--- config.mk ---
export PLATFORM = sky130hd
export DESIGN_NAME = t9_word_prefix_matcher
export DESIGN_NICKNAME = d
export VERILOG_FILES = /design/src/design/t9wpm_pkg.sv /design/src/design/t9_word_prefix_matcher.sv /design/src/design/t9wpm_fifo.sv /design/src/design/t9wpm_front.sv /design/src/design/t9wpm_back.sv
export VERILOG_INCLUDE_DIRS = /design/src /design/src/design
export SDC_FILE = /design/constraint.sdc
export NUM_CORES = 1
export LEC_CHECK = 0
export ABC_AREA = 1
export BUFFER_PORTS_ARGS = -buffer_cell sky130_fd_sc_hd__buf_2
export CORE_UTILIZATION = 58
export CTS_CLUSTER_DIAMETER = 50
export CTS_CLUSTER_SIZE = 8
export DETAILED_ROUTE_END_ITERATION = 16
export PLACE_DENSITY = 0.8
export SYNTH_ARGS = -nofsm -noshare
export SYNTH_HDL_FRONTEND = slang
export SYNTH_SLANG_ARGS = --single-unit
--- constraint.sdc ---
create_clock -name clk_i -period 7.3 [get_ports clk_i]
set_clock_uncertainty 0.1 [all_clocks]
set_input_delay 1.095 -clock clk_i [delete_from_list [all_inputs] [get_ports clk_i]]
set_output_delay 1.095 -clock clk_i [all_outputs]
set_load 0.005 [all_outputs]
--- src/design/assert_macros.svh ---
// Assertion helpers for the design files.
`ifndef ASSERT_MACROS_SVH
`define ASSERT_MACROS_SVH

// Clocked property, disabled while reset is held.
`define ASSERT_CLK(label, prop, msg) \
  label: assert property (@(posedge clk_i) disable iff (!rst_ni) (prop)) else $error(msg);

// Condition that must never be seen at a clock edge.
`define ASSERT_NEVER(label, cond, msg) \
  `ASSERT_CLK(label, !(cond), msg)

`endif

--- src/design/t9wpm_pkg.sv ---
// ----------------------------------------------------------------------------
// t9wpm_pkg
// Types, codes and the keypad table of the T9 word prefix matcher.
// ----------------------------------------------------------------------------
package t9wpm_pkg;

  localparam int unsigned POS_W      = 9;
  localparam int unsigned LEN_W      = 5;
  localparam int unsigned SYM_W      = 8;
  localparam int unsigned MAX_SEARCH = 16;
  localparam int unsigned MAX_TEXT   = 256;

  // raw UTF-16 codes, and the code page bytes of YO
  localparam logic [15:0] CHAR_SPACE = 16'h0020;
  localparam logic [15:0] CHAR_PLUS  = 16'h002B;
  localparam logic [15:0] CYR_LO     = 16'h0410;
  localparam logic [15:0] CYR_HI     = 16'h0450;
  localparam logic [15:0] CYR_OFS    = 16'h0350;
  localparam logic [15:0] YO_UPPER   = 16'h0401;
  localparam logic [15:0] YO_LOWER   = 16'h0451;
  localparam logic [7:0]  YO_UPPER_CP = 8'hA8;
  localparam logic [7:0]  YO_LOWER_CP = 8'hB8;

  // keypad symbols
  localparam logic [7:0] KEY_0    = 8'h30;
  localparam logic [7:0] KEY_1    = 8'h31;
  localparam logic [7:0] KEY_2    = 8'h32;
  localparam logic [7:0] KEY_3    = 8'h33;
  localparam logic [7:0] KEY_4    = 8'h34;
  localparam logic [7:0] KEY_5    = 8'h35;
  localparam logic [7:0] KEY_6    = 8'h36;
  localparam logic [7:0] KEY_7    = 8'h37;
  localparam logic [7:0] KEY_8    = 8'h38;
  localparam logic [7:0] KEY_9    = 8'h39;
  localparam logic [7:0] KEY_STAR = 8'h2A;

  // register indexes on the configuration port
  localparam logic [1:0] REG_SEARCH_LENGTH  = 2'd0;
  localparam logic [1:0] REG_SEARCH_CHARS_A = 2'd1;
  localparam logic [1:0] REG_SEARCH_CHARS_B = 2'd2;

  // classified character, front to back
  typedef struct packed {
    logic [SYM_W-1:0] sym;
    logic             is_plus;
    logic             is_space;
    logic             first;
    logic             last;
  } cls_t;

  // one result request
  typedef struct packed {
    logic             hit;
    logic [POS_W-1:0] hit_start;
    logic [POS_W-1:0] hit_end;
    logic             string_done;
  } res_t;

  // Fold Cyrillic into the 8-bit code page, keep the low byte.
  function automatic logic [7:0] fold_char(input logic [15:0] c);
    logic [15:0] t;
    t = c;
    if (c >= CYR_LO && c < CYR_HI) t = c - CYR_OFS;
    if (c == YO_UPPER) t = {8'h00, YO_UPPER_CP};
    if (c == YO_LOWER) t = {8'h00, YO_LOWER_CP};
    return t[7:0];
  endfunction

  // Phone keypad symbol of a code page character.
  function automatic logic [7:0] keypad_sym(input logic [7:0] c);
    logic [7:0] k;
    logic [4:0] ofs;
    ofs = c[4:0];
    k   = KEY_1;
    case (c) inside
      [8'd33:8'd35], 8'd39, [8'd43:8'd46], 8'd48, 8'd58, 8'd59, 8'd63, 8'd64,
      8'd95: k = KEY_0;
      [8'd37:8'd38], [8'd40:8'd42], 8'd47, [8'd60:8'd62], 8'd92,
      8'd126: k = KEY_STAR;
      8'd50, [8'd65:8'd67], [8'd97:8'd99]: k = KEY_2;
      8'd51, [8'd68:8'd70], [8'd100:8'd102], 8'd168, 8'd184: k = KEY_3;
      8'd52, [8'd71:8'd73], [8'd103:8'd105]: k = KEY_4;
      8'd53, [8'd74:8'd76], [8'd106:8'd108]: k = KEY_5;
      8'd54, [8'd77:8'd79], [8'd109:8'd111]: k = KEY_6;
      8'd55, [8'd80:8'd83], [8'd112:8'd115]: k = KEY_7;
      8'd56, [8'd84:8'd86], [8'd116:8'd118]: k = KEY_8;
      8'd57, [8'd87:8'd90], [8'd119:8'd122]: k = KEY_9;
      [8'd192:8'd255]: begin
        case (ofs) inside
          [5'd0:5'd3]:   k = KEY_2;
          [5'd4:5'd7]:   k = KEY_3;
          [5'd8:5'd11]:  k = KEY_4;
          [5'd12:5'd14]: k = KEY_5;
          [5'd15:5'd17]: k = KEY_6;
          [5'd18:5'd21]: k = KEY_7;
          [5'd22:5'd26]: k = KEY_8;
          default:       k = KEY_9;
        endcase
      end
      default: k = KEY_1;
    endcase
    return k;
  endfunction

endpackage

--- src/design/t9_word_prefix_matcher.sv ---
// ----------------------------------------------------------------------------
// t9_word_prefix_matcher
// Keypad-digit prefix search over the words of a UTF-16 name string.
// ----------------------------------------------------------------------------
// Push the characters of one string, first_char_i marking the first and
// last_char_i the last; pop one verdict request for every character. The
// verdict is sticky within a string: hit_o rises once the configured digit
// string has matched at the start of the string or of a word after a space,
// and hit_start_o / hit_end_o give the 1-based positions of that match. A
// sustained rate of one character per cycle is kept from push to pop while
// the consumer pops. The front classifies a character combinationally into
// a short queue; the back updates the match state once per character, and
// that state loop sets the rate. A character is registered in the middle
// queue, its verdict in the verdict queue. No clearing pass runs after reset.
`include "assert_macros.svh"

module t9_word_prefix_matcher import t9wpm_pkg::*; #(
  parameter int unsigned MID_DEPTH = 2,
  parameter int unsigned OUT_DEPTH = 2
) (
  input  logic             clk_i,
  input  logic             rst_ni,
  // configuration port
  input  logic             psel,
  input  logic             penable,
  input  logic             pwrite,
  input  logic [4:0]       paddr,
  input  logic [63:0]      pwdata,
  output logic [63:0]      prdata,
  output logic             pready,
  // character queue
  input  logic             push,
  output logic             full,
  input  logic [15:0]      text_char_i,
  input  logic             first_char_i,
  input  logic             last_char_i,
  // verdict queue
  output logic             empty,
  input  logic             pop,
  output logic             hit_o,
  output logic [POS_W-1:0] hit_start_o,
  output logic [POS_W-1:0] hit_end_o,
  output logic             string_done_o
);

  localparam int unsigned CLS_W = $bits(cls_t);
  localparam int unsigned RES_W = $bits(res_t);

  logic [LEN_W-1:0] search_length_q;
  logic [63:0]      search_chars_a_q;
  logic [63:0]      search_chars_b_q;
  logic [1:0]       reg_idx;
  logic             cfg_wr;

  logic             mid_push, mid_full, mid_pop, mid_empty;
  cls_t             mid_cls_in, mid_cls_out;
  logic             out_push, out_full;
  res_t             out_res_in, out_res_out;

  // --- configuration registers, 8-byte stride ---
  assign pready  = 1'b1;
  assign reg_idx = paddr[4:3];
  assign cfg_wr  = psel && penable && pwrite && pready;

  always_ff @(posedge clk_i or negedge rst_ni) begin
    if (!rst_ni) begin
      search_length_q  <= '0;
      search_chars_a_q <= '0;
      search_chars_b_q <= '0;
    end else if (cfg_wr) begin
      case (reg_idx)
        REG_SEARCH_LENGTH:  search_length_q  <= pwdata[LEN_W-1:0];
        REG_SEARCH_CHARS_A: search_chars_a_q <= pwdata;
        REG_SEARCH_CHARS_B: search_chars_b_q <= pwdata;
        default: ;
      endcase
    end
  end

  always_comb begin
    case (reg_idx)
      REG_SEARCH_LENGTH:  prdata = {{(64 - LEN_W){1'b0}}, search_length_q};
      REG_SEARCH_CHARS_A: prdata = search_chars_a_q;
      REG_SEARCH_CHARS_B: prdata = search_chars_b_q;
      default:            prdata = '0;
    endcase
  end

  // --- front: accept and classify ---
  t9wpm_front u_front (
    .push         (push),
    .full         (full),
    .text_char_i  (text_char_i),
    .first_char_i (first_char_i),
    .last_char_i  (last_char_i),
    .mid_full_i   (mid_full),
    .mid_push_o   (mid_push),
    .mid_cls_o    (mid_cls_in)
  );

  // --- queue between front and back ---
  t9wpm_fifo #(
    .WIDTH (CLS_W),
    .DEPTH (MID_DEPTH)
  ) u_mid_fifo (
    .clk_i   (clk_i),
    .rst_ni  (rst_ni),
    .push_i  (mid_push),
    .data_i  (mid_cls_in),
    .full_o  (mid_full),
    .pop_i   (mid_pop),
    .data_o  (mid_cls_out),
    .empty_o (mid_empty)
  );

  // --- back: match state ---
  t9wpm_back u_back (
    .clk_i            (clk_i),
    .rst_ni           (rst_ni),
    .search_length_i  (search_length_q),
    .search_chars_a_i (search_chars_a_q),
    .search_chars_b_i (search_chars_b_q),
    .mid_empty_i      (mid_empty),
    .mid_cls_i        (mid_cls_out),
    .mid_pop_o        (mid_pop),
    .out_full_i       (out_full),
    .out_push_o       (out_push),
    .out_res_o        (out_res_in)
  );

  // --- verdict queue: hold results while the consumer stalls ---
  t9wpm_fifo #(
    .WIDTH (RES_W),
    .DEPTH (OUT_DEPTH)
  ) u_out_fifo (
    .clk_i   (clk_i),
    .rst_ni  (rst_ni),
    .push_i  (out_push),
    .data_i  (out_res_in),
    .full_o  (out_full),
    .pop_i   (pop),
    .data_o  (out_res_out),
    .empty_o (empty)
  );

  assign hit_o         = out_res_out.hit;
  assign hit_start_o   = out_res_out.hit_start;
  assign hit_end_o     = out_res_out.hit_end;
  assign string_done_o = out_res_out.string_done;

  // --- checks ---
  `ASSERT_CLK(a_nohit_zero_pos, (!empty && !hit_o) |-> (hit_start_o == '0 && hit_end_o == '0), "positions set without a hit")
  `ASSERT_CLK(a_start_le_end, (!empty && hit_o && hit_start_o != '0) |-> (hit_start_o <= hit_end_o), "match start after match end")
  `ASSERT_NEVER(a_back_move_ok, (mid_pop || out_push) && (mid_empty || out_full), "back moved a request without room")

endmodule

--- src/design/t9wpm_fifo.sv ---
// ----------------------------------------------------------------------------
// t9wpm_fifo
// Small register queue with same-cycle push and pop.
// ----------------------------------------------------------------------------
module t9wpm_fifo #(
  parameter int unsigned WIDTH = 8,
  parameter int unsigned DEPTH = 2
) (
  input  logic             clk_i,
  input  logic             rst_ni,
  input  logic             push_i,
  input  logic [WIDTH-1:0] data_i,
  output logic             full_o,
  input  logic             pop_i,
  output logic [WIDTH-1:0] data_o,
  output logic             empty_o
);

  localparam int unsigned PTR_W = (DEPTH > 1) ? $clog2(DEPTH) : 1;
  localparam int unsigned CNT_W = $clog2(DEPTH + 1);

  logic [WIDTH-1:0] mem_q [DEPTH];
  logic [PTR_W-1:0] wr_ptr_q, wr_ptr_d;
  logic [PTR_W-1:0] rd_ptr_q, rd_ptr_d;
  logic [CNT_W-1:0] count_q, count_d;
  logic             do_push, do_pop;

  assign full_o  = (count_q == CNT_W'(DEPTH));
  assign empty_o = (count_q == '0);
  assign data_o  = mem_q[rd_ptr_q];
  assign do_push = push_i && !full_o;
  assign do_pop  = pop_i && !empty_o;

  always_comb begin
    wr_ptr_d = wr_ptr_q;
    rd_ptr_d = rd_ptr_q;
    count_d  = count_q;
    if (do_push) begin
      wr_ptr_d = (wr_ptr_q == PTR_W'(DEPTH - 1)) ? '0 : wr_ptr_q + PTR_W'(1);
    end
    if (do_pop) begin
      rd_ptr_d = (rd_ptr_q == PTR_W'(DEPTH - 1)) ? '0 : rd_ptr_q + PTR_W'(1);
    end
    if (do_push && !do_pop) count_d = count_q + CNT_W'(1);
    if (do_pop && !do_push) count_d = count_q - CNT_W'(1);
  end

  always_ff @(posedge clk_i or negedge rst_ni) begin
    if (!rst_ni) begin
      wr_ptr_q <= '0;
      rd_ptr_q <= '0;
      count_q  <= '0;
    end else begin
      wr_ptr_q <= wr_ptr_d;
      rd_ptr_q <= rd_ptr_d;
      count_q  <= count_d;
    end
  end

  always_ff @(posedge clk_i) begin
    if (do_push) mem_q[wr_ptr_q] <= data_i;
  end

endmodule

--- src/design/t9wpm_front.sv ---
// ----------------------------------------------------------------------------
// t9wpm_front
// Accept characters, fold them and look up their keypad symbol.
// ----------------------------------------------------------------------------
module t9wpm_front import t9wpm_pkg::*; (
  input  logic        push,
  output logic        full,
  input  logic [15:0] text_char_i,
  input  logic        first_char_i,
  input  logic        last_char_i,
  input  logic        mid_full_i,
  output logic        mid_push_o,
  output cls_t        mid_cls_o
);

  assign full       = mid_full_i;
  assign mid_push_o = push && !mid_full_i;

  always_comb begin
    mid_cls_o.sym      = keypad_sym(fold_char(text_char_i));
    mid_cls_o.is_plus  = (text_char_i == CHAR_PLUS);
    mid_cls_o.is_space = (text_char_i == CHAR_SPACE);
    mid_cls_o.first    = first_char_i;
    mid_cls_o.last     = last_char_i;
  end

endmodule

--- src/design/t9wpm_back.sv ---
// ----------------------------------------------------------------------------
// t9wpm_back
// Match state: advance through the search string one character a cycle while the queues allow.
// ----------------------------------------------------------------------------
module t9wpm_back import t9wpm_pkg::*; (
  input  logic             clk_i,
  input  logic             rst_ni,
  input  logic [LEN_W-1:0] search_length_i,
  input  logic [63:0]      search_chars_a_i,
  input  logic [63:0]      search_chars_b_i,
  input  logic             mid_empty_i,
  input  cls_t             mid_cls_i,
  output logic             mid_pop_o,
  input  logic             out_full_i,
  output logic             out_push_o,
  output res_t             out_res_o
);

  logic [POS_W-1:0] pos_q, pos_d;
  logic [LEN_W-1:0] midx_q, midx_d;
  logic [POS_W-1:0] pstart_q, pstart_d;
  logic             hflag_q, hflag_d;
  logic [POS_W-1:0] hbeg_q, hbeg_d;
  logic [POS_W-1:0] hend_q, hend_d;

  logic             fire;
  logic [LEN_W-1:0] len;
  logic [LEN_W-1:0] midx_m1;
  logic [3:0]       sidx;
  logic [127:0]     chars;
  logic [SYM_W-1:0] ref_sym;

  assign fire       = !mid_empty_i && !out_full_i;
  assign mid_pop_o  = fire;
  assign out_push_o = fire;
  assign chars      = {search_chars_b_i, search_chars_a_i};
  assign len        = (search_length_i > LEN_W'(MAX_SEARCH)) ? LEN_W'(MAX_SEARCH)
                                                             : search_length_i;

  always_comb begin
    pos_d    = pos_q;
    midx_d   = midx_q;
    pstart_d = pstart_q;
    hflag_d  = hflag_q;
    hbeg_d   = hbeg_q;
    hend_d   = hend_q;
    // restart on the first character of a string
    if (mid_cls_i.first) begin
      pos_d    = '0;
      midx_d   = LEN_W'(1);
      pstart_d = '0;
      hflag_d  = 1'b0;
      hbeg_d   = '0;
      hend_d   = '0;
    end
    midx_m1 = midx_d - LEN_W'(1);
    sidx    = midx_m1[3:0];
    ref_sym = chars[{sidx, 3'b000} +: SYM_W];
    // ignore characters past the end of the text window
    if (pos_d < POS_W'(MAX_TEXT)) begin
      pos_d = pos_d + POS_W'(1);
      if (!hflag_d) begin
        if (len == '0) begin
          hflag_d = 1'b1;
          hbeg_d  = '0;
          hend_d  = '0;
        end else if (pos_d == POS_W'(1) && mid_cls_i.is_plus) begin
          // skip a leading plus
        end else if (midx_d == '0) begin
          if (mid_cls_i.is_space) midx_d = LEN_W'(1);
        end else if (mid_cls_i.sym == ref_sym) begin
          if (pstart_d == '0) pstart_d = pos_d;
          midx_d = midx_d + LEN_W'(1);
          if (midx_d > len) begin
            hflag_d = 1'b1;
            hbeg_d  = pstart_d;
            hend_d  = pos_d;
          end
        end else begin
          pstart_d = '0;
          midx_d   = '0;
        end
      end
    end
    out_res_o.hit         = hflag_d;
    out_res_o.hit_start   = hbeg_d;
    out_res_o.hit_end     = hend_d;
    out_res_o.string_done = mid_cls_i.last;
  end

  always_ff @(posedge clk_i or negedge rst_ni) begin
    if (!rst_ni) begin
      pos_q    <= '0;
      midx_q   <= '0;
      pstart_q <= '0;
      hflag_q  <= 1'b0;
      hbeg_q   <= '0;
      hend_q   <= '0;
    end else if (fire) begin
      pos_q    <= pos_d;
      midx_q   <= midx_d;
      pstart_q <= pstart_d;
      hflag_q  <= hflag_d;
      hbeg_q   <= hbeg_d;
      hend_q   <= hend_d;
    end
  end

endmodule
# Word level (Yosys, flattened, before mapping)
# Memories as Yosys holds them, arrays and structs flattened.
# Index checks and enable logic that the tools add are counted.
word_totals:
  register_bits: 183
  ram_bits: 64
  inputBits: 94
  out_inout_bits: 87
  mem_count: 2
op_classes:
  addsub: 12
  magnitude_cmp: 63
  n_eq_ne: 30
  n_shift: 1
  muxes: 77
  n_reduce_logical: 72
memory_table:
  columns: ["memory", "words", "width", "rd", "rd_ports_with_merged_regs", "write_ports", "line_no", "text"]
  rows:
  - ["u_out_fifo.mem_q", 2, 20, 1, 0, 1, "t9wpm_fifo.sv:22", "logic [WIDTH-1:0] mem_q [DEPTH];"]
  - ["u_mid_fifo.mem_q", 2, 12, 1, 0, 1, "t9wpm_fifo.sv:22", null]
op_table:
  columns: ["operator", "count"]
  rows:
  - ["two-way mux 9 bit", 26]
  - ["one-hot mux 64 bit (3 select lines)", 1]
  - ["two-way mux 8 bit", 20]
  - [">= comparator 8 x 7 -> 1 bit (second input constant)", 16]
  - ["<= comparator 8 x 7 -> 1 bit (second input constant)", 16]
  - ["indexed part select 128 x 8 -> 8 bit", 1]
  - ["== test 8 x 6 -> 1 bit (second input constant)", 14]
  - ["two-way mux 5 bit", 9]
  - ["logical AND 1 bit", 43]
  - [">= comparator 8 x 6 -> 1 bit (second input constant)", 5]
  - ["<= comparator 8 x 6 -> 1 bit (second input constant)", 5]
  - ["== test 16 x 11 -> 1 bit (second input constant)", 2]
  - ["== test 16 x 6 -> 1 bit (second input constant)", 2]
  - ["== test 8 x 7 -> 1 bit (second input constant)", 4]
  - ["OR reduction 3 bit", 7]
  - ["two-way mux 1 bit", 17]
  - ["== test 8 bit (second input constant)", 2]
  - [">= comparator 16 x 11 -> 1 bit (second input constant)", 1]
  - ["< comparator 16 x 11 -> 1 bit (second input constant)", 1]
  - [">= comparator 5 x 4 -> 1 bit (second input constant)", 3]
  - ["<= comparator 5 bit (second input constant)", 3]
  - [">= comparator 5 bit (second input constant)", 2]
  - ["<= comparator 5 x 4 -> 1 bit (second input constant)", 2]
  - ["logical NOT 5 bit", 2]
  - ["29 further kinds", 51]

# Depth between registers and ports, before layout
# Gate-level depths: netlist of the first run.
logic_depth:
  ltp_word: 25
  mapped_depth: 31

# Modules after synthesis
# Synthesis of the first run repeated with hierarchy kept, for this count alone.
hier_totals:
  cells_unflattened: 2097
  hier_area_um2: 15102.0
by_module_without_submodules:
  columns: ["module", "instances", "cells_per_inst", "area_per_inst_um2"]
  rows:
  - ["t9_word_prefix_matcher", 1, 787, 6124.6]
  - ["t9wpm_back", 1, 825, 4837.1]
  - ["t9wpm_fifo (u_out_fifo)", 1, 137, 1699.1]
  - ["t9wpm_front", 1, 253, 1337.5]
  - ["t9wpm_fifo (u_mid_fifo)", 1, 95, 1103.6]

# Worst setup path before layout of the first run
# OpenSTA, ideal clock, no wires.
synth_timing:
  path_type: "register -> register"
  from: "register u_mid_fifo.rd_ptr_q"
  to: "memory u_out_fifo.mem_q[0][16] (netlist bit) (data pin)"
  arrival_ns: 3.994
  required_ns: 6.943
  setup_slack_ns: 2.949
  stages_incl_launch_ff: 31
  period_less_slack_ns: 4.351
  cell_sequence: "dfrtp_1 -> inv_2 -> nand2_1 -> nand2_2 -> buf_4 -> buf_4 -> buf_2 -> buf_1 -> nand2_1 -> inv_1 -> ha_1 -> nand3_1 -> nor2_1 -> nand3_1 -> or2_0 -> or2_2 -> ha_1 -> inv_1 -> nand4_1 -> nor2_1 -> nand3_1 -> nor2_1 -> nand2_1 -> inv_2 -> nor2_2 -> nand3_4 -> buf_4 -> nand3_1 -> nand2_1 -> nand2_1 -> nand2_1"
synth_rtl:
  columns: ["item", "line_no", "text"]
  rows:
  - ["from (decl)", "t9wpm_fifo.sv:24", "logic [PTR_W-1:0] rd_ptr_q, rd_ptr_d;"]
  - ["from (signal assigned)", "t9wpm_fifo.sv:55", "rd_ptr_q <= rd_ptr_d;"]
  - ["to (decl)", "t9wpm_fifo.sv:22", null]

==> results of run 1 <==
cells by family (layout without fill, tap and decap cells):
kind of cell               after synthesis  count (layout)
buffers and inverters                  326             490
muxes                                    4               4
and+or+nand+nor                        896             896
xor gates and xnor gates                13              13
AOI/OAI and AO/OA                      298             298
DFF                                    241             241
other                                    1               2
adders and majority gates               17              17
cells in the mapped netlist (2+ instances only):
cell      number
nand2_1      532
inv_1        235
dfrtp_1      183
o21ai_0      168
nand3_1      167
nor2_1       103
nand4_1       60
o22ai_1       60
edfxtp_1      58
clkbuf_1      53
a21oi_1       29
ha_1          17
buf_1         12
buf_4          8
o21ai_1        8
xor2_1         8
buf_6          7
o211ai_1       7
a22oi_1        6
a31oi_1        6
buf_2          6
o221ai_1       6
or2_2          6
nor4_1         5
xnor2_1        5
nand2_2        4
mux2_2         3
nand3b_1       3
nor3_1         3
o31ai_1        3
clkinv_1       2
inv_2          2
nand2_4        2
nand3_4        2
nor2_2         2
nor2_4         2
nor3b_1        2
path summary, 6_finish.rpt:
check,cells past startpoint,slack [ns],start,end
worst max register to register,16,1.54,u_back.midx_q[0],u_out_fifo.mem_q[1][15]
worst min register to register,2,0.38,u_back.pstart_q[7],u_back.pstart_q[7]
worst max-delay path,16,1.54,u_back.midx_q[0],u_out_fifo.mem_q[1][15]
min in group asynchronous,1,0.59,rst_ni,search_chars_b_q[23]
worst min-delay path,2,0.38,u_back.pstart_q[7],u_back.pstart_q[7]
max in group asynchronous,2,4.88,rst_ni,search_chars_b_q[59]
sequential cells by signal, summed over array words and instances, names as in the netlist, 2 cells and up:
| register | flops |
|---|---|
| u_back.pos_q | 9 |
| u_mid_fifo.mem_q | 18 |
| search_length_q | 5 |
| search_chars_a_q | 64 |
| u_mid_fifo.count_q | 2 |
| u_out_fifo.count_q | 2 |
| u_back.hend_q | 9 |
| u_back.pstart_q | 9 |
| u_out_fifo.mem_q | 40 |
| u_back.midx_q | 5 |
| search_chars_b_q | 64 |
| u_back.hbeg_q | 9 |
area by class of cell:
| type | count | area share (%) |
|---|---|---|
| diodes | 1 | 0.01598 |
| clock buffers | 53 | 6.624 |
| clock inverters | 7 | 0.6632 |
| inverters | 240 | 5.769 |
| multi-input cells | 1229 | 37.72 |
| flip-flops and latches | 241 | 40.37 |
| well taps | 313 | 2.501 |
| repair buffers | 190 | 6.336 |
worst register-to-register path, cell delays in order, from the launching register on:
cell	delay (ns)
dfrtp_1	0.37
inv_1	0.61
nand3_4	0.69
inv_4	0.54
ha_1	0.33
inv_1	0.66
nand4_1	0.25
nand3_1	0.15
nand3_1	0.14
a21oi_1	0.20
nand2_1	0.07
nand2_1	0.09
nand3_2	0.11
nor2_4	0.41
nand3_4	0.33
nand2_1	0.16
a21boi_0	0.32
per-stage QoR:
step / worst slack, ns / total power, W / cell area, um2 / instances
floorplan: 2.949 / 0.003705 / 13530 / 1796
global placement: 1.766 / 0.004337 / 14520 / 2213
detailed placement: 1.719 / 0.004412 / 14520 / 2213
CTS: 1.690 / 0.006071 / 15660 / 2273
global route: 1.019 / 0.006490 / 15660 / 2273
finish: 1.537 / 0.006088 / 15660 / 2274
metal layers:
metal | part of all wire [%] | routed length, um | global-route usage (%)
met5 | 0.022 | 8 | 0
met4 | 2.4 | 886 | 10.04
met3 | 8.0 | 2945 | 6.136
met2 | 46 | 17090 | 49.71
met1 | 43 | 15880 | 43.64
power groups by stage:
stage                     registers [W]  clock network, W  logic (W)
final                           0.00200           0.00164    0.00245
after global routing            0.00204           0.00171    0.00274
after CTS                       0.00199           0.00165    0.00242
after detailed placement        0.00201                 0    0.00240
after global placement          0.00199                 0    0.00234
after floorplan                 0.00195                 0    0.00175
==> impl_metrics.env, run 1 <==
export IMPL_outcome="finished clean"
export IMPL_area_delta_synth_final_pct=15.76
export IMPL_layout_commonest_cell="nand2_1"
export IMPL_layout_min_cycle_time_ns=5.763
export IMPL_detailedRoute_firstIterationViolations=1434
export IMPL_cts_tree="done"
export IMPL_antenna_found_initial=2
export IMPL_final_layout_size_suffix_gt1_share_pct=13.67
export IMPL_timing_critical_path_buf_inv=3
export IMPL_wl_um=36810
export IMPL_cp_required_ns=7.50
export IMPL_power_density_mw_per_mm2=388.8
export IMPL_grt_max_degree=104
export IMPL_synth_top_area_share_pct=33.85
export IMPL_combined_area_of_the_multi_input_logic_cells_mm2=0.005907
export IMPL_final_max_slew_viol_count=0
export IMPL_power_switching_fraction_pct=40.78
export IMPL_post_synth_main_area_contributors="dfrtp_1 (34%), nand2_1 (15%), edfxtp_1 (13%), inv_1 (6.5%), o21ai_0 (6.2%)"
export IMPL_die_w_um=154.7
export IMPL_clockBufferDepth=3
export IMPL_cts_hold_buffers_added=0
export IMPL_layout_cells_most_common_list="nand2_1 (531), inv_1 (235), dfrtp_1 (183)"
export IMPL_final_period_utilization_pct=78.95
export IMPL_post_synth_fa_ha_maj_area_fraction_pct=1.572
export IMPL_design_core_area_mm2=0.02278
export IMPL_synth_edff_count=58
export IMPL_timing_setup_critical_path_class="reg -> reg"
export IMPL_drtPass1Iterations=5
export IMPL_finalNetCount=2051
export IMPL_hold_ws_ns=0.3797
export IMPL_pwr_share_comb_pct=40.2
export IMPL_yosys_mux_area_fraction_pct=0.3237
export IMPL_route_detailed_vias_per_inst=5.653
export IMPL_power_leakage_nw=7.724
export IMPL_grt_pass1_wl_um=60350
export IMPL_power_frac_seq_pct=32.8
export IMPL_psw_w=0.002482
export IMPL_critical_path_s_top_delay_family="simple AND/OR/NAND/NOR gates"
export IMPL_synth_xor_xnor_area_share_pct=0.8417
export IMPL_cts_setup_buffers=0
export IMPL_start_util_pct=59.38
export IMPL_place_port_buffers=176
export IMPL_dieHeight_um=154.7
export IMPL_synthesis_warning_total=0
export IMPL_synth_top_cell_by_area="dfrtp_1"
export IMPL_num_vias=12860
export IMPL_cts_sinks=241
export IMPL_detail_route_antenna_nets=0
export IMPL_finalHoldViolations=0
export IMPL_clkLatencyLatePin_ns=0.52
export IMPL_route_detailed_drc=0
export IMPL_placement_rows=55
export IMPL_dp_hpwl_um=24890
export IMPL_ctsHtreeMaxLevel=2
export IMPL_min_delay_path_class="reg -> reg"
export IMPL_ff_latch_area_mm2=0.006321
export IMPL_post_syn_nets=1907
export IMPL_crit_path_end_kind="flip-flop"
export IMPL_worstPathArrival_ns=5.96
export IMPL_dominant_combinational_cell_family_by_area_after_synthesis="simple AND/OR/NAND/NOR gates"
export IMPL_i_o_pin_total=181
export IMPL_synth_ff_latch_count=241
export IMPL_max_cap_violations=0
export IMPL_synth_simple_gate_area_share_pct=28.55
export IMPL_number_of_buffers_added_by_the_clock_tree_synthesis_step=38
export IMPL_critical_path_s_slowest_cell="nand3_4"
export IMPL_dominantRegCellSynth="dfrtp_1"
export IMPL_die_area_mm2=0.02394
export IMPL_worstMarginPinSlew_ns=1.033
export IMPL_setup_violations_final=0
export IMPL_ir_worst_vdd_uv=202.4
export IMPL_timing_setup_tns_ns=0
export IMPL_cts_reportedPaths_clkPinSlew_ns=0.05
export IMPL_first_global_vias=12130
export IMPL_fmax_mhz=173.5
export IMPL_cp_max_fo=54
export IMPL_clock_power_share_pct=27.0
export IMPL_worst_setup_path_start_kind="flip-flop"
export IMPL_clockRootBuffer="clkbuf_16"
export IMPL_worstPathCellList="inv_1, nand3_4, inv_4, ha_1, inv_1, nand4_1, nand3_1, nand3_1, a21oi_1, nand2_1, nand2_1, nand3_2, nor2_4, nand3_4, nand2_1, a21boi_0"
export IMPL_cts_repair_resize_count=0
export IMPL_max_stage_delay_ns=0.69
export IMPL_most_used_cell_along_the_critical_path="nand2_1"
export IMPL_seq_area_frac_synth_pct=46.73
export IMPL_postSynthAreaPerCell_um2=7.532
export IMPL_synth_compound_area_share_pct=12.22
export IMPL_ys_async_sr_fraction_pct=75.93
export IMPL_post_drt_wl_per_cell_um=16.19
export IMPL_ys_types=48
export IMPL_layout_core_utilization_pct=68.74
export IMPL_timing_max_slew_rel_slack_pct=31.13
export IMPL_post_synth_inst_count=1796
export IMPL_rsz0062_at_grt="false"
export IMPL_internal_power_w=0.003606
export IMPL_groute_usage_overall_pct=31.39
export IMPL_global_route_overflow_total=0
export IMPL_nFillCells=1914
export IMPL_syn_cell_area_mm2=0.01353
export IMPL_routabilityCongestion=0.9158
Power figures use the tool's default switching activity.
==> inputs of run 2 (changes only) <==
==> constraint.sdc (replaced) <==
create_clock -name clk_i -period 5.6 [get_ports clk_i]
set_clock_uncertainty 0.1 [all_clocks]
set_input_delay 0.84 -clock clk_i [delete_from_list [all_inputs] [get_ports clk_i]]
set_output_delay 0.84 -clock clk_i [all_outputs]
set_load 0.005 [all_outputs]
==> impl_metrics.env, run 2 (synthesis results as in run 1) <==
export IMPL_psw_w=0.003264
export IMPL_min_delay_path_class="in -> async"
export IMPL_cts_setup_buffers=0
export IMPL_routabilityCongestion=0.9202
export IMPL_cp_max_fo=58
export IMPL_ir_worst_vdd_uv=344.5
export IMPL_pwr_share_comb_pct=41.1
export IMPL_groute_usage_overall_pct=31.86
export IMPL_num_vias=13010
export IMPL_clockRootBuffer="clkbuf_16"
export IMPL_internal_power_w=0.004608
export IMPL_power_density_mw_per_mm2=503.6
export IMPL_grt_pass1_wl_um=61190
export IMPL_dieHeight_um=154.7
export IMPL_rsz0062_at_grt="false"
export IMPL_finalNetCount=2056
export IMPL_drtPass1Iterations=8
export IMPL_cts_sinks=241
export IMPL_global_route_overflow_total=0
export IMPL_first_global_vias=12260
export IMPL_area_delta_synth_final_pct=15.56
export IMPL_route_detailed_vias_per_inst=5.717
export IMPL_cell_area_reported_after_detailed_placement_mm2=0.01457
export IMPL_p_total_w=0.007872
export IMPL_route_detailed_drc=0
export IMPL_dp_hpwl_um=25210
export IMPL_antenna_found_initial=4
export IMPL_post_drt_wl_per_cell_um=16.60
export IMPL_power_frac_seq_pct=33.2
export IMPL_die_area_mm2=0.02394
export IMPL_detailedRoute_firstIterationViolations=1152
export IMPL_timing_max_slew_rel_slack_pct=22.18
export IMPL_start_util_pct=59.38
export IMPL_clockBufferDepth=3
export IMPL_cts_reportedPaths_clkPinSlew_ns=0.05
export IMPL_hold_ws_ns=0.2959
export IMPL_grt_max_degree=97
export IMPL_final_max_slew_viol_count=0
export IMPL_crit_path_end_kind="flip-flop"
export IMPL_placement_rows=55
export IMPL_finalHoldViolations=0
export IMPL_clkLatencyLatePin_ns=0.51
export IMPL_i_o_pin_total=181
export IMPL_worstPathArrival_ns=5.05
export IMPL_worstRegToRegCells=22
export IMPL_timing_setup_tns_ns=0
export IMPL_cts_tree="done"
export IMPL_layout_cells_most_common_list="nand2_1 (531), inv_1 (235), dfrtp_1 (183)"
export IMPL_final_period_utilization_pct=86.49
export IMPL_timing_setup_critical_path_class="reg -> reg"
export IMPL_clock_power_share_pct=25.7
export IMPL_startpoint="u_mid_fifo.rd_ptr_q"
export IMPL_design_core_area_mm2=0.02278
export IMPL_detail_route_antenna_nets=0
export IMPL_cts_hold_buffers_added=0
export IMPL_r2r_start="u_mid_fifo.rd_ptr_q"
export IMPL_power_switching_fraction_pct=41.46
export IMPL_top_regs="search_chars_a_q (64), search_chars_b_q (64), u_out_fifo.mem_q (40)"
export IMPL_combined_area_of_the_multi_input_logic_cells_mm2=0.005907
export IMPL_post_route_cell_area_mm2=0.01563
export IMPL_ff_latch_area_mm2=0.006321
export IMPL_layout_min_cycle_time_ns=4.843
export IMPL_worstMarginPinSlew_ns=1.163
export IMPL_die_w_um=154.7
export IMPL_layout_commonest_cell="nand2_1"
export IMPL_worst_setup_path_start_kind="flip-flop"
export IMPL_cts_repair_resize_count=0
export IMPL_setup_violations_final=0
export IMPL_outcome="finished clean"
export IMPL_fmax_mhz=206.5
export IMPL_wl_um=37770
export IMPL_final_layout_size_suffix_gt1_share_pct=13.78
export IMPL_max_cap_violations=0
export IMPL_power_leakage_nw=7.715
export IMPL_nFillCells=1892
export IMPL_place_port_buffers=176
export IMPL_number_of_buffers_added_by_the_clock_tree_synthesis_step=37
export IMPL_ctsHtreeMaxLevel=2
export IMPL_cp_required_ns=5.80
==> run 2: cell types whose count changed in the layout (fill, tap and decap cells not counted), sizes merged <==
cell      previous run  this run
buf                190       196
clkinv               5         4
bufinv               2         0
inv                240       239
diode                1         2
clkbuf              53        50
clkinvlp             0         1
==> run 2: layer usage <==
metal / track usage (%) / part of all wire (%) / routed length [um] / vias to the layer above
met3: 6.164 / 9.0 / 3411 / 76
met5: 0 / 0.058 / 22 / -
met2: 52.32 / 47 / 17750 / 624
li1: - / - / - / 6200
met4: 8.298 / 2.0 / 745 / 4
met1: 43.45 / 42 / 15850 / 6103
==> run 2: critical path, stage by stage (launching register included) <==
cell and delay, ns:
dfrtp_1 0.52, inv_2 0.22, nand2_1 0.09, nand2_2 0.11, buf_4 0.54, nand3_1 0.22, nor2_1 0.21, nand3_1 0.12
or2_0 0.23, or2_2 0.29, ha_1 0.33, inv_1 0.08, nand4_1 0.09, nor2_1 0.04, nand3_1 0.08, nor2_1 0.04
nand2_1 0.13, inv_2 0.06, nor2_2 0.34, nand3_4 0.28, nand2_1 0.13, nand3_1 0.10, a22oi_1 0.27
==> run 2: path summary, 6_finish.rpt <==
check                                                to  slack (ns)
worst max-delay path            u_out_fifo.mem_q[1][11]        0.76
worst min-delay path               search_chars_b_q[22]        0.30
worst max register to register  u_out_fifo.mem_q[1][11]        0.76
worst min register to register         u_back.hend_q[0]        0.38
max in group asynchronous          search_chars_b_q[62]        4.06
min in group clk_i                     u_back.hend_q[0]        0.38
==> run 2: layout make-up <==
| type | instances | area share [%] |
|---|---|---|
| antenna | 2 | 0.03202 |
| tap | 313 | 2.505 |
| timing repair buffer | 196 | 6.716 |
| clock inverter | 4 | 0.1681 |
| inverter | 240 | 5.779 |
| multi-input combinational | 1229 | 37.79 |
| clock buffer | 50 | 6.572 |
| sequential | 241 | 40.44 |
==> run 2: power groups by stage <==
stage / sequential (W) / combinational, W / clock [W]
after detailed placement: 0.00262 / 0.00316 / 0
after floorplan: 0.00254 / 0.00228 / 0
final: 0.00261 / 0.00323 / 0.00203
after global routing: 0.00266 / 0.00362 / 0.00211
after global placement: 0.00260 / 0.00308 / 0
after CTS: 0.00260 / 0.00319 / 0.00204
==> run 2: through the flow <==
stage / util (%) / instances / setup WS [ns]
after CTS: 68.60 / 2273 / 0.8595
after global placement: 63.98 / 2219 / 0.9988
after detailed placement: 63.98 / 2219 / 0.9060
after floorplan: - / 1796 / 1.249
after global routing: 68.60 / 2273 / 0.4340
final: 68.62 / 2275 / 0.7568
